**src/sv/elcsr_pkg.sv**
```systemverilog
// ============================================================================
// elcsr_pkg
// shared types and status codes for the edge list to csr encoder
// ============================================================================
package elcsr_pkg;

    localparam int unsigned NodeW   = 64;
    localparam int unsigned StatusW = 3;

    typedef enum logic [StatusW-1:0] {
        ST_OK       = 3'd0,
        ST_SELF     = 3'd1,
        ST_SRC_BACK = 3'd2,
        ST_DST_BACK = 3'd3,
        ST_DUP      = 3'd4
    } t_status;

    typedef enum logic {
        WM_64 = 1'b0,
        WM_32 = 1'b1
    } t_width_mode;

    typedef struct packed {
        logic [NodeW-1:0] source_node;
        logic [NodeW-1:0] dest_node;
    } t_edge;

    typedef struct packed {
        logic  valid;
        t_edge payload;
    } t_stage;

endpackage

```
**src/sv/elcsr_edge_if.sv**
```systemverilog
// ============================================================================
// elcsr_edge_if
// edge channel: valid, ready and one edge per transfer
// ============================================================================
interface elcsr_edge_if;

    logic                          valid;
    logic                          ready;
    logic [elcsr_pkg::NodeW-1:0]   source_node;
    logic [elcsr_pkg::NodeW-1:0]   dest_node;

    modport source (output valid, output source_node, output dest_node, input ready);
    modport sink   (input valid, input source_node, input dest_node, output ready);

endinterface

```
**src/sv/elcsr_result_if.sv**
```systemverilog
// ============================================================================
// elcsr_result_if
// result channel: status, column word, row index update and running totals
// ============================================================================
interface elcsr_result_if;

    logic                          valid;
    logic                          ready;
    logic [elcsr_pkg::StatusW-1:0] status;
    logic [elcsr_pkg::NodeW-1:0]   column_word;
    logic [elcsr_pkg::NodeW-1:0]   index_offset;
    logic [elcsr_pkg::NodeW-1:0]   index_repeat;
    logic [elcsr_pkg::NodeW-1:0]   edges_total;
    logic [elcsr_pkg::NodeW-1:0]   isolated_total;

    modport source (
        output valid, output status, output column_word, output index_offset,
        output index_repeat, output edges_total, output isolated_total,
        input ready
    );
    modport sink (
        input valid, input status, input column_word, input index_offset,
        input index_repeat, input edges_total, input isolated_total,
        output ready
    );

endinterface

```
**src/sv/elcsr_cfg_if.sv**
```systemverilog
// ============================================================================
// elcsr_cfg_if
// configuration write channel for the width mode register
// ============================================================================
interface elcsr_cfg_if;

    logic valid;
    logic ready;
    logic width_mode;

    modport source (output valid, output width_mode, input ready);
    modport sink   (input valid, input width_mode, output ready);

endinterface

```
**src/sv/edge_list_to_csr_encoder.sv**
```systemverilog
// ============================================================================
// edge_list_to_csr_encoder
// sorted edge list in, compressed sparse row column words and row index out
// ============================================================================
// path: an edge transfer goes through the input register, then the result register
// throughput: one edge per cycle unless the result channel stalls; set by the
//   single compare and add pass reading and updating node, offset and counts
// reset: synchronous, active low; clears control state, counters and width mode
// ============================================================================
module edge_list_to_csr_encoder (
    input  logic            i_clk,
    input  logic            i_rst_n,
    elcsr_edge_if.sink      i_edge,
    elcsr_cfg_if.sink       i_cfg,
    elcsr_result_if.source  o_result
);

    elcsr_pkg::t_stage w_stage;
    logic              w_take;

    elcsr_in_reg u_in_reg (
        .i_clk   (i_clk),
        .i_rst_n (i_rst_n),
        .i_edge  (i_edge),
        .i_take  (w_take),
        .o_stage (w_stage)
    );

    elcsr_core u_core (
        .i_clk    (i_clk),
        .i_rst_n  (i_rst_n),
        .i_stage  (w_stage),
        .o_take   (w_take),
        .i_cfg    (i_cfg),
        .o_result (o_result)
    );

endmodule

```
**src/sv/elcsr_in_reg.sv**
```systemverilog
// ============================================================================
// elcsr_in_reg
// input register stage, holds one edge until the core consumes it
// ============================================================================
module elcsr_in_reg (
    input  logic                 i_clk,
    input  logic                 i_rst_n,
    elcsr_edge_if.sink           i_edge,
    input  logic                 i_take,
    output elcsr_pkg::t_stage    o_stage
);

    logic             r_valid;
    elcsr_pkg::t_edge r_edge;
    logic             w_load;

    assign i_edge.ready = !r_valid || i_take;
    assign w_load       = i_edge.valid && i_edge.ready;

    always_ff @(posedge i_clk) begin
        if (!i_rst_n) begin
            r_valid <= 1'b0;
        end else if (w_load) begin
            r_valid <= 1'b1;
        end else if (i_take) begin
            r_valid <= 1'b0;
        end
    end

    always_ff @(posedge i_clk) begin
        if (w_load) begin
            r_edge.source_node <= i_edge.source_node;
            r_edge.dest_node   <= i_edge.dest_node;
        end
    end

    assign o_stage.valid   = r_valid;
    assign o_stage.payload = r_edge;

endmodule

```
**src/sv/elcsr_core.sv**
```systemverilog
// ============================================================================
// elcsr_core
// edge checks, csr state update and result register
// ============================================================================
module elcsr_core (
    input  logic                 i_clk,
    input  logic                 i_rst_n,
    input  elcsr_pkg::t_stage    i_stage,
    output logic                 o_take,
    elcsr_cfg_if.sink            i_cfg,
    elcsr_result_if.source       o_result
);

    logic [elcsr_pkg::NodeW-1:0] r_cur, n_cur;
    logic [elcsr_pkg::NodeW-1:0] r_last, n_last;
    logic [elcsr_pkg::NodeW-1:0] r_boff, n_boff;
    logic [elcsr_pkg::NodeW-1:0] r_ecnt, n_ecnt;
    logic [elcsr_pkg::NodeW-1:0] r_icnt, n_icnt;
    elcsr_pkg::t_width_mode      r_wmode;

    logic                        r_out_valid;
    elcsr_pkg::t_status          r_status, n_status;
    logic [elcsr_pkg::NodeW-1:0] r_col, n_col;
    logic [elcsr_pkg::NodeW-1:0] r_ioff, n_ioff;
    logic [elcsr_pkg::NodeW-1:0] r_irep, n_irep;
    logic [elcsr_pkg::NodeW-1:0] r_etot;
    logic [elcsr_pkg::NodeW-1:0] r_itot;

    logic [elcsr_pkg::NodeW-1:0] w_src, w_dst, w_gap;
    logic                        w_out_free;

    assign w_src      = i_stage.payload.source_node;
    assign w_dst      = i_stage.payload.dest_node;
    assign w_gap      = w_src - r_cur;
    assign w_out_free = !r_out_valid || o_result.ready;
    assign o_take     = i_stage.valid && w_out_free;

    assign i_cfg.ready = 1'b1;

    always_comb begin
        n_cur    = r_cur;
        n_last   = r_last;
        n_boff   = r_boff;
        n_ecnt   = r_ecnt;
        n_icnt   = r_icnt;
        n_status = elcsr_pkg::ST_OK;
        n_col    = '0;
        n_ioff   = '0;
        n_irep   = '0;
        if (w_src == w_dst) begin
            n_status = elcsr_pkg::ST_SELF;
        end else if (w_src < r_cur) begin
            n_status = elcsr_pkg::ST_SRC_BACK;
        end else if (w_src == r_cur && r_last > w_dst) begin
            n_status = elcsr_pkg::ST_DST_BACK;
        end else if (w_src == r_cur && r_last == w_dst) begin
            n_status = elcsr_pkg::ST_DUP;
        end else begin
            if (w_src != r_cur) begin
                // source advance, gap minus one nodes had no edges
                n_irep = w_gap;
                n_ioff = r_boff;
                n_icnt = r_icnt + w_gap - 64'd1;
                n_cur  = w_src;
            end
            if (r_wmode == elcsr_pkg::WM_32) begin
                n_col  = {32'd0, w_dst[31:0]};
                n_boff = r_boff + 64'd4;
            end else begin
                n_col  = w_dst;
                n_boff = r_boff + 64'd8;
            end
            n_last = w_dst;
            n_ecnt = r_ecnt + 64'd1;
        end
    end

    always_ff @(posedge i_clk) begin
        if (!i_rst_n) begin
            r_cur   <= '0;
            r_last  <= '0;
            r_boff  <= '0;
            r_ecnt  <= '0;
            r_icnt  <= '0;
            r_wmode <= elcsr_pkg::WM_64;
        end else begin
            if (o_take) begin
                r_cur  <= n_cur;
                r_last <= n_last;
                r_boff <= n_boff;
                r_ecnt <= n_ecnt;
                r_icnt <= n_icnt;
            end
            if (i_cfg.valid) begin
                r_wmode <= elcsr_pkg::t_width_mode'(i_cfg.width_mode);
            end
        end
    end

    always_ff @(posedge i_clk) begin
        if (!i_rst_n) begin
            r_out_valid <= 1'b0;
        end else if (w_out_free) begin
            r_out_valid <= i_stage.valid;
        end
    end

    always_ff @(posedge i_clk) begin
        if (o_take) begin
            r_status <= n_status;
            r_col    <= n_col;
            r_ioff   <= n_ioff;
            r_irep   <= n_irep;
            r_etot   <= n_ecnt;
            r_itot   <= n_icnt;
        end
    end

    assign o_result.valid          = r_out_valid;
    assign o_result.status         = r_status;
    assign o_result.column_word    = r_col;
    assign o_result.index_offset   = r_ioff;
    assign o_result.index_repeat   = r_irep;
    assign o_result.edges_total    = r_etot;
    assign o_result.isolated_total = r_itot;

endmodule
```
**src/flat_wrapper.sv**
```systemverilog
// flat-port wrapper written by rule: the top's interface ports become plain ports
module edge_list_to_csr_encoder_flat 
  (i_clk, i_rst_n, i_edge_valid, i_edge_source_node, i_edge_dest_node, i_edge_ready, i_cfg_valid, i_cfg_width_mode, i_cfg_ready, o_result_valid, o_result_status, o_result_column_word, o_result_index_offset, o_result_index_repeat, o_result_edges_total, o_result_isolated_total, o_result_ready);
  elcsr_edge_if i_edge_i ();
  elcsr_cfg_if i_cfg_i ();
  elcsr_result_if o_result_i ();
  input  logic i_clk;
  input  logic i_rst_n;
  input wire logic [$bits(i_edge_i.valid)-1:0] i_edge_valid;
  input wire logic [$bits(i_edge_i.source_node)-1:0] i_edge_source_node;
  input wire logic [$bits(i_edge_i.dest_node)-1:0] i_edge_dest_node;
  output wire logic [$bits(i_edge_i.ready)-1:0] i_edge_ready;
  input wire logic [$bits(i_cfg_i.valid)-1:0] i_cfg_valid;
  input wire logic [$bits(i_cfg_i.width_mode)-1:0] i_cfg_width_mode;
  output wire logic [$bits(i_cfg_i.ready)-1:0] i_cfg_ready;
  output wire logic [$bits(o_result_i.valid)-1:0] o_result_valid;
  output wire logic [$bits(o_result_i.status)-1:0] o_result_status;
  output wire logic [$bits(o_result_i.column_word)-1:0] o_result_column_word;
  output wire logic [$bits(o_result_i.index_offset)-1:0] o_result_index_offset;
  output wire logic [$bits(o_result_i.index_repeat)-1:0] o_result_index_repeat;
  output wire logic [$bits(o_result_i.edges_total)-1:0] o_result_edges_total;
  output wire logic [$bits(o_result_i.isolated_total)-1:0] o_result_isolated_total;
  input wire logic [$bits(o_result_i.ready)-1:0] o_result_ready;
  assign i_edge_i.valid = i_edge_valid;
  assign i_edge_i.source_node = i_edge_source_node;
  assign i_edge_i.dest_node = i_edge_dest_node;
  assign i_edge_ready = i_edge_i.ready;
  assign i_cfg_i.valid = i_cfg_valid;
  assign i_cfg_i.width_mode = i_cfg_width_mode;
  assign i_cfg_ready = i_cfg_i.ready;
  assign o_result_valid = o_result_i.valid;
  assign o_result_status = o_result_i.status;
  assign o_result_column_word = o_result_i.column_word;
  assign o_result_index_offset = o_result_i.index_offset;
  assign o_result_index_repeat = o_result_i.index_repeat;
  assign o_result_edges_total = o_result_i.edges_total;
  assign o_result_isolated_total = o_result_i.isolated_total;
  assign o_result_i.ready = o_result_ready;
  edge_list_to_csr_encoder u_core (.i_clk(i_clk), .i_rst_n(i_rst_n), .i_edge(i_edge_i), .i_cfg(i_cfg_i), .o_result(o_result_i));
endmodule
```
**config.mk**
```make
export PLATFORM = sky130hd
export DESIGN_NAME = edge_list_to_csr_encoder_flat
export DESIGN_NICKNAME = d
export VERILOG_FILES = /design/src/sv/elcsr_pkg.sv /design/src/sv/elcsr_edge_if.sv /design/src/sv/elcsr_result_if.sv /design/src/sv/elcsr_cfg_if.sv /design/src/sv/edge_list_to_csr_encoder.sv /design/src/sv/elcsr_in_reg.sv /design/src/sv/elcsr_core.sv /design/src/flat_wrapper.sv
export SDC_FILE = /design/constraint.sdc
export NUM_CORES = 2
export LEC_CHECK = 0
export BUFFER_PORTS_ARGS = -buffer_cell sky130_fd_sc_hd__buf_2
export CORE_ASPECT_RATIO = 1.4
export CORE_UTILIZATION = 40
export DETAILED_ROUTE_END_ITERATION = 12
export PLACE_DENSITY = 0.67
export SYNTH_ARGS = -nofsm -noshare
export SYNTH_HDL_FRONTEND = slang
export SYNTH_SLANG_ARGS = --single-unit
```
**constraint.sdc**
```tcl
create_clock -name i_clk -period 22.3 [get_ports i_clk]
set_input_delay 3.345 -clock i_clk [delete_from_list [all_inputs] [get_ports i_clk]]
set_output_delay 3.345 -clock i_clk [all_outputs]
set_load 0.005 [all_outputs]
```
Yosys cells after proc, flatten, opt, wreduce, memory -nomap -nowiden
Cells that the tools add are included.
{"block": "op_classes", "n_reduce_logical": 15, "n_mux": 15, "addsub": 6, "bitwise_logic": 5, "order_cmp": 2, "n_eq_ne": 4}
{"cell": "two-way mux 64 bit", "n": 10}
{"cell": "equality test 64 bit", "n": 3}
{"cell": "adder 64 x 1 -> 64 bit, second input constant", "n": 1}
{"cell": "adder 64 x 3 -> 64 bit, second input constant", "n": 1}
{"cell": "adder 64 x 4 -> 64 bit, second input constant", "n": 1}
{"cell": "adder 64 bit", "n": 1}
{"cell": "greater-than comparator 64 bit", "n": 1}
{"cell": "< comparator 64 bit", "n": 1}
{"cell": "!= test 64 bit", "n": 1}
{"cell": "subtractor 64 x 1 -> 64 bit, second input constant", "n": 1}
{"cell": "subtractor 64 bit", "n": 1}
{"cell": "OR reduction 5 bit", "n": 2}
{"cell": "AND reduction 6 bit", "n": 1}
{"cell": "inverter 1 bit", "n": 5}
{"cell": "AND reduction 5 bit", "n": 1}
{"cell": "logical AND 1 bit", "n": 4}
{"cell": "two-way mux 2 bit", "n": 2}
{"cell": "OR reduction 4 bit", "n": 1}
{"cell": "two-way mux 3 bit", "n": 1}
{"cell": "OR reduction 3 bit", "n": 1}
{"cell": "logical NOT 1 bit", "n": 2}
{"cell": "logical OR 1 bit", "n": 2}
{"cell": "two-way mux 1 bit", "n": 2}
{"cell": "nonzero test 2 bit", "n": 1}
{"block": "word_totals", "output_inout_bits": 326, "reg_bits": 774, "inputBits": 134, "word_cells": 65}

Logic depth before layout (Yosys ltp)
{"block": "logic_depth", "ltp_word": 8, "ltp_mapped": 28, "ltp_nobuf": 27}

Cells and area by module
From an unflattened synthesis, not the netlist that was laid out.
{"block": "hier_totals", "cells_unflattened": 4303, "hier_area_um2": 40717.8}
{"module": "elcsr_core", "instances": 1, "seq_area_each_um2": 16045.4, "area_per_inst_um2": 36809.1, "cells_each": 4169}
{"module": "elcsr_in_reg", "instances": 1, "seq_area_each_um2": 3863.7, "area_per_inst_um2": 3908.7, "cells_each": 134}

Worst setup path after synthesis
OpenSTA, ideal clock, no wires.
{"block": "synth_path", "path_type": "input -> register", "start": "input o_result_ready", "end": "register u_core.u_core.r_icnt[55] in the netlist's numbering", "path_slack_ps": 10573, "setup_ps": 64, "t_arrival_ps": 11663, "required_time_ps": 22236, "stages": 7, "n_path_buf": 1, "cell_sequence": "nor2b_1 -> nand2b_1 -> inv_1 -> nand2_1 -> buf_2 -> or4_1 -> nand4_1"}
{"block": "synth_between", "elab_chain_cells": 2}
{"item": "start: declaration", "line": "flat_wrapper.sv:23", "source": "input wire logic [$bits(o_result_i.ready)-1:0] o_result_ready;"}
{"item": "logical OR 1 bit", "line": "elcsr_core.sv:35", "source": "assign w_out_free = !r_out_valid || o_result.ready;"}
{"item": "logical AND 1 bit", "line": "elcsr_core.sv:36", "source": "assign o_take = i_stage.valid && w_out_free;"}
{"item": "via u_core.u_core.o_take", "line": "elcsr_core.sv:9", "source": "output logic o_take,"}
{"item": "end signal: assignment", "line": "elcsr_core.sv:92", "source": "r_icnt <= n_icnt;"}
{"item": "end: declaration", "line": "elcsr_core.sv:18", "source": "logic [elcsr_pkg::NodeW-1:0] r_icnt, n_icnt;"}
The timed path passes the listed nets, and every way through them passes these cells.
A chain may end at the register's enable or synchronous reset.

Worst setup path after layout
{"block": "layout_path", "start": "register u_core.u_in_reg.r_edge (netlist bit u_core.u_in_reg.o_stage[64])", "end": "register u_core.u_core.r_itot (netlist bit u_core.u_core.o_result.isolated_total[63]) (data pin)"}
{"block": "layout_between", "elab_chain_cells": 8, "elab_cells_between_ends": 14, "cone_classes": "add/sub (3); order compare (1); eq/ne (3); mux (5); reduce/logical (2)"}
{"item": "start: declaration", "line": "elcsr_in_reg.sv:14", "source": "elcsr_pkg::t_edge r_edge;"}
{"item": "subtractor 64 bit", "line": "elcsr_core.sv:34", "source": "assign w_gap = w_src - r_cur;"}
{"item": "adder 64 bit", "line": "elcsr_core.sv:63", "source": "n_icnt = r_icnt + w_gap - 64'd1;"}
{"item": "subtractor 64 x 1 -> 64 bit", "line": "elcsr_core.sv:63"}
{"item": "two-way mux 64 bit", "line": "elcsr_core.sv:59", "source": "if (w_src != r_cur) begin"}
{"item": "two-way mux 64 bit", "line": "elcsr_core.sv:56", "source": "end else if (w_src == r_cur && r_last == w_dst) begin"}
{"item": "two-way mux 64 bit", "line": "elcsr_core.sv:54", "source": "end else if (w_src == r_cur && r_last > w_dst) begin"}
{"item": "two-way mux 64 bit", "line": "elcsr_core.sv:52", "source": "end else if (w_src < r_cur) begin"}
{"item": "two-way mux 64 bit (*)", "line": "elcsr_core.sv:50", "source": "if (w_src == w_dst) begin"}
{"item": "via u_core.u_core.n_icnt, one bit", "line": "elcsr_core.sv:18"}
{"item": "end signal: assignment", "line": "elcsr_core.sv:115", "source": "r_itot <= n_icnt;"}
{"item": "end: declaration", "line": "elcsr_core.sv:27", "source": "logic [elcsr_pkg::NodeW-1:0] r_itot;"}
Mark *: on every way through the listed nets, which the timed path passes. The rest lies on a longest branch.

==> results.json <==
{
  "status": "complete, no violations",
  "avgSynthCellArea_sq_um": 9.40,
  "grt.overflow.total": 0,
  "cts_resized": 0,
  "htreeDepth": 3,
  "port_buffers": 456,
  "post-cts-setup-buffer-count": 0,
  "die_h_um": 382,
  "grt.total_usage_pct": 24.2,
  "synth_area_leaders": "edfxtp_1 33%, dfxtp_1 16%, ha_1 7.8%",
  "fin_setup_tns_ns": 0,
  "setup_viol": 0,
  "internal_power_w": 0.00305,
  "ys_seq_elements": 770,
  "yosysTopAreaCell": "edfxtp_1",
  "max_cap_violations": 0,
  "cts.path.max_buffers": 3,
  "grt_max_degree": 154,
  "drt_iter0_drc": 2683,
  "ctsHoldBuffers": 0,
  "gp_congestion": 0.929,
  "vias": 33197,
  "min_path_type": "reg2reg",
  "p_per_area_mw_per_mm2": 101,
  "p_switching_w": 0.00172,
  "antenna_left": 0,
  "n_fill_cell": 9749,
  "ir_drop_uv": 59.5,
  "slew_headroom_pct": 20.3,
  "syn_to_final_growth_pct": 14.8,
  "antenna_found_initial": 2,
  "layout.nets": 5126,
  "finalCritPeriodShare_pct": 32.7,
  "root_buffer": "clkbuf_16",
  "synth.distinct_cells": 95,
  "power_w": 0.00477,
  "synth-edff-count": 449,
  "grt_setup_unrepaired": "no",
  "fin_cells": 6143,
  "leakagePower_nw": 18.7,
  "swShare_pct": 36.0,
  "slew_violations": 0,
  "hold_viol_final": 0,
  "power_frac_clock_pct": 30.0,
  "drc_errors": 0,
  "synth_cells": 4389,
  "totalWireLength_mm": 129,
  "wire_per_inst_um": 21.0,
  "synth-seq-area-share_pct": 48.2,
  "vias_per_cell": 5.40,
  "worstSetupPathType": "reg2reg",
  "grt_pass1_vias": 31413,
  "critPathCaptureType": "flip-flop",
  "fin_area_sq_mm": 0.0474,
  "cp.arrival_ns": 7.84,
  "worst-path-max-fanout": 7,
  "rows": 139,
  "max_freq_mhz": 137,
  "cts_tree": "done",
  "seq_power_share_pct": 36.4,
  "grt_pass1_wl_mm": 191,
  "dpl_cell_area_sq_mm": 0.0445,
  "worst_pin_slew_ns": 1.20,
  "die-area_sq_mm": 0.104,
  "die_w_um": 273,
  "p_comb_share_pct": 33.6,
  "synth-async-reset-ratio_pct": 0,
  "cp.required_ns": 22.83,
  "clock_skew_ns": 0.0658,
  "placeableCoreArea_sq_mm": 0.102,
  "drive_above_1_share_pct": 14.0,
  "placed_cells": 5990,
  "io_pins": 460,
  "critPathLaunchType": "flip-flop",
  "dr.pass1.iters": 6,
  "cts.reportedPaths.clkPinSlew_ns": 0.07,
  "yosysWarnings": 0,
  "cts.sink_count": 770,
  "synth_area_sq_mm": 0.0413,
  "yosys.area.top_type_share_pct": 32.7,
  "dp_hpwl_mm": 98.2,
  "cts_inserted_buffers": 81,
  "finalCriticalPeriod_ns": 7.30,
  "synth_flop_cell": "edfxtp_1",
  "clock_latency_ns": 0.70,
  "start_util_pct": 40.3
}
==> critical path, cell delays in order, from the launching register on <==
cell and delay, ns:
edfxtp_1 0.42, inv_1 0.08, ha_1 0.16, inv_1 0.06
fa_1 0.43, a211oi_1 0.27, o21bai_1 0.13, a21oi_1 0.41
o21a_1 0.17, a21oi_1 0.12, a221oi_1 0.60, o21bai_1 0.29
a21oi_1 0.24, xor2_1 0.23, ha_1 0.27, inv_1 0.07
ha_1 0.30, a21oi_1 0.21, o21ai_1 0.11, a221oi_1 0.40
nand2_1 0.13, a2111oi_2 0.68, o32ai_1 0.27, o32ai_1 0.59
nand2_1 0.10, or3_1 0.33, nand3_1 0.09
==> path summary, 6_finish.rpt <==
kind                               startpoint                                         to  slack [ns]  depth (start not counted)
setup / recovery  u_core.u_in_reg.o_stage[64]  u_core.u_core.o_result.isolated_total[63]       15.00                         26
hold / removal        u_core.u_core.r_cur[13]                    u_core.u_core.r_cur[13]        0.45                          2
setup reg to reg  u_core.u_in_reg.o_stage[64]  u_core.u_core.o_result.isolated_total[63]       15.00                         26
hold reg to reg       u_core.u_core.r_cur[13]                    u_core.u_core.r_cur[13]        0.45                          2
==> layout make-up <==
class,instances,area [sq um],share of cell area (%)
flip-flops and latches,770,19900,42.0
well taps,1339,1680,3.54
diodes,1,2.50,0.00528
clock inverters,54,627,1.32
inverters,375,1420,3.00
multi-input cells,3027,19100,40.3
repair buffers,479,2470,5.21
clock buffers,98,2190,4.63
==> synth_stat cells, drive strengths merged (112+ instances only) <==
library cell and n:
xor2 137, dfxtp 321, xnor2 143, clkbuf 138, nor2 263, ha 256, nand2 636, inv 375
nor3 112, a21oi 394, o21ai 167, edfxtp 449
==> power by group through the flow <==
| stage | clock, W | combinational, W | sequential (W) |
|---|---|---|---|
| after floorplan | 0 | 0.00108 | 0.00176 |
| after global placement | 0 | 0.00159 | 0.00177 |
| after detailed placement | 0 | 0.00160 | 0.00177 |
| after CTS | 0.00147 | 0.00161 | 0.00174 |
| after global routing | 0.00152 | 0.00177 | 0.00175 |
| final | 0.00143 | 0.00160 | 0.00174 |
==> cell usage in the layout, fill, tap and decap left out, types with 46 or more instances in the layout <==
cell,count
a21oi_1,393
nand2b_1,46
and2_1,68
xor2_1,137
nand2_1,632
nor3_1,105
buf_2,456
nand4_1,94
nand3_1,97
xnor2_1,143
nor2_1,262
edfxtp_1,449
clkbuf_16,84
inv_1,373
a21o_1,85
ha_1,256
and3_1,48
dfxtp_1,321
o21ai_0,160
==> metal layers <==
layer	wire (um)	track usage (%)	up-vias	share of wire, %
met3	6610	3.07	225	5.1
met1	52200	29.3	15849	40
met4	6310	12.1	0	4.9
met5	0	0	-	0
li1	-	-	16063	-
met2	63900	41.9	1060	50
==> stage by stage <==
stage / hold WS (ns) / utilization (%) / setup slack (ns)
6_report: 0.454 / 46.2 / 15.00
3_5_place_dp: 0.446 / 43.5 / 15.05
5_1_grt: 0.468 / 46.2 / 14.45
4_1_cts: 0.454 / 46.2 / 15.05
2_1_floorplan: 0.436 / - / 10.57
3_3_place_gp: 0.441 / 43.5 / 15.09
==> cells by family (layout without fill, tap and decap cells) <==
family | Yosys count | after routing | synth area share [%]
AOI/OAI and AO/OA | 899 | 899 | 13.3
xor gates and xnor gates | 280 | 280 | 5.94
adders and majority gates | 258 | 258 | 7.86
buffers and inverters | 593 | 1006 | 5.69
DFF | 770 | 770 | 48.2
muxes | 34 | 34 | 0.846
other | 2 | 4 | 0.0182
and+or+nand+nor | 1553 | 1553 | 18.1
==> flip-flops by register name, summed over array words and instances, names as in the netlist <==
signal,flops
u_core.u_core.r_boff,62
u_core.u_core.o_result.index_offset,62
u_core.u_core.r_last,64
u_core.u_core.o_result.status,3
u_core.u_core.r_cur,64
u_core.u_in_reg.r_valid,1
u_core.u_core.r_ecnt,64
u_core.u_core.r_wmode,1
u_core.u_core.o_result.isolated_total,64
u_core.u_in_reg.o_stage,128
u_core.u_core.o_result.index_repeat,64
u_core.u_core.r_icnt,64
u_core.u_core.o_result.valid,1
u_core.u_core.o_result.edges_total,64
u_core.u_core.o_result.column_word,64
Power figures use the tool's default switching activity.
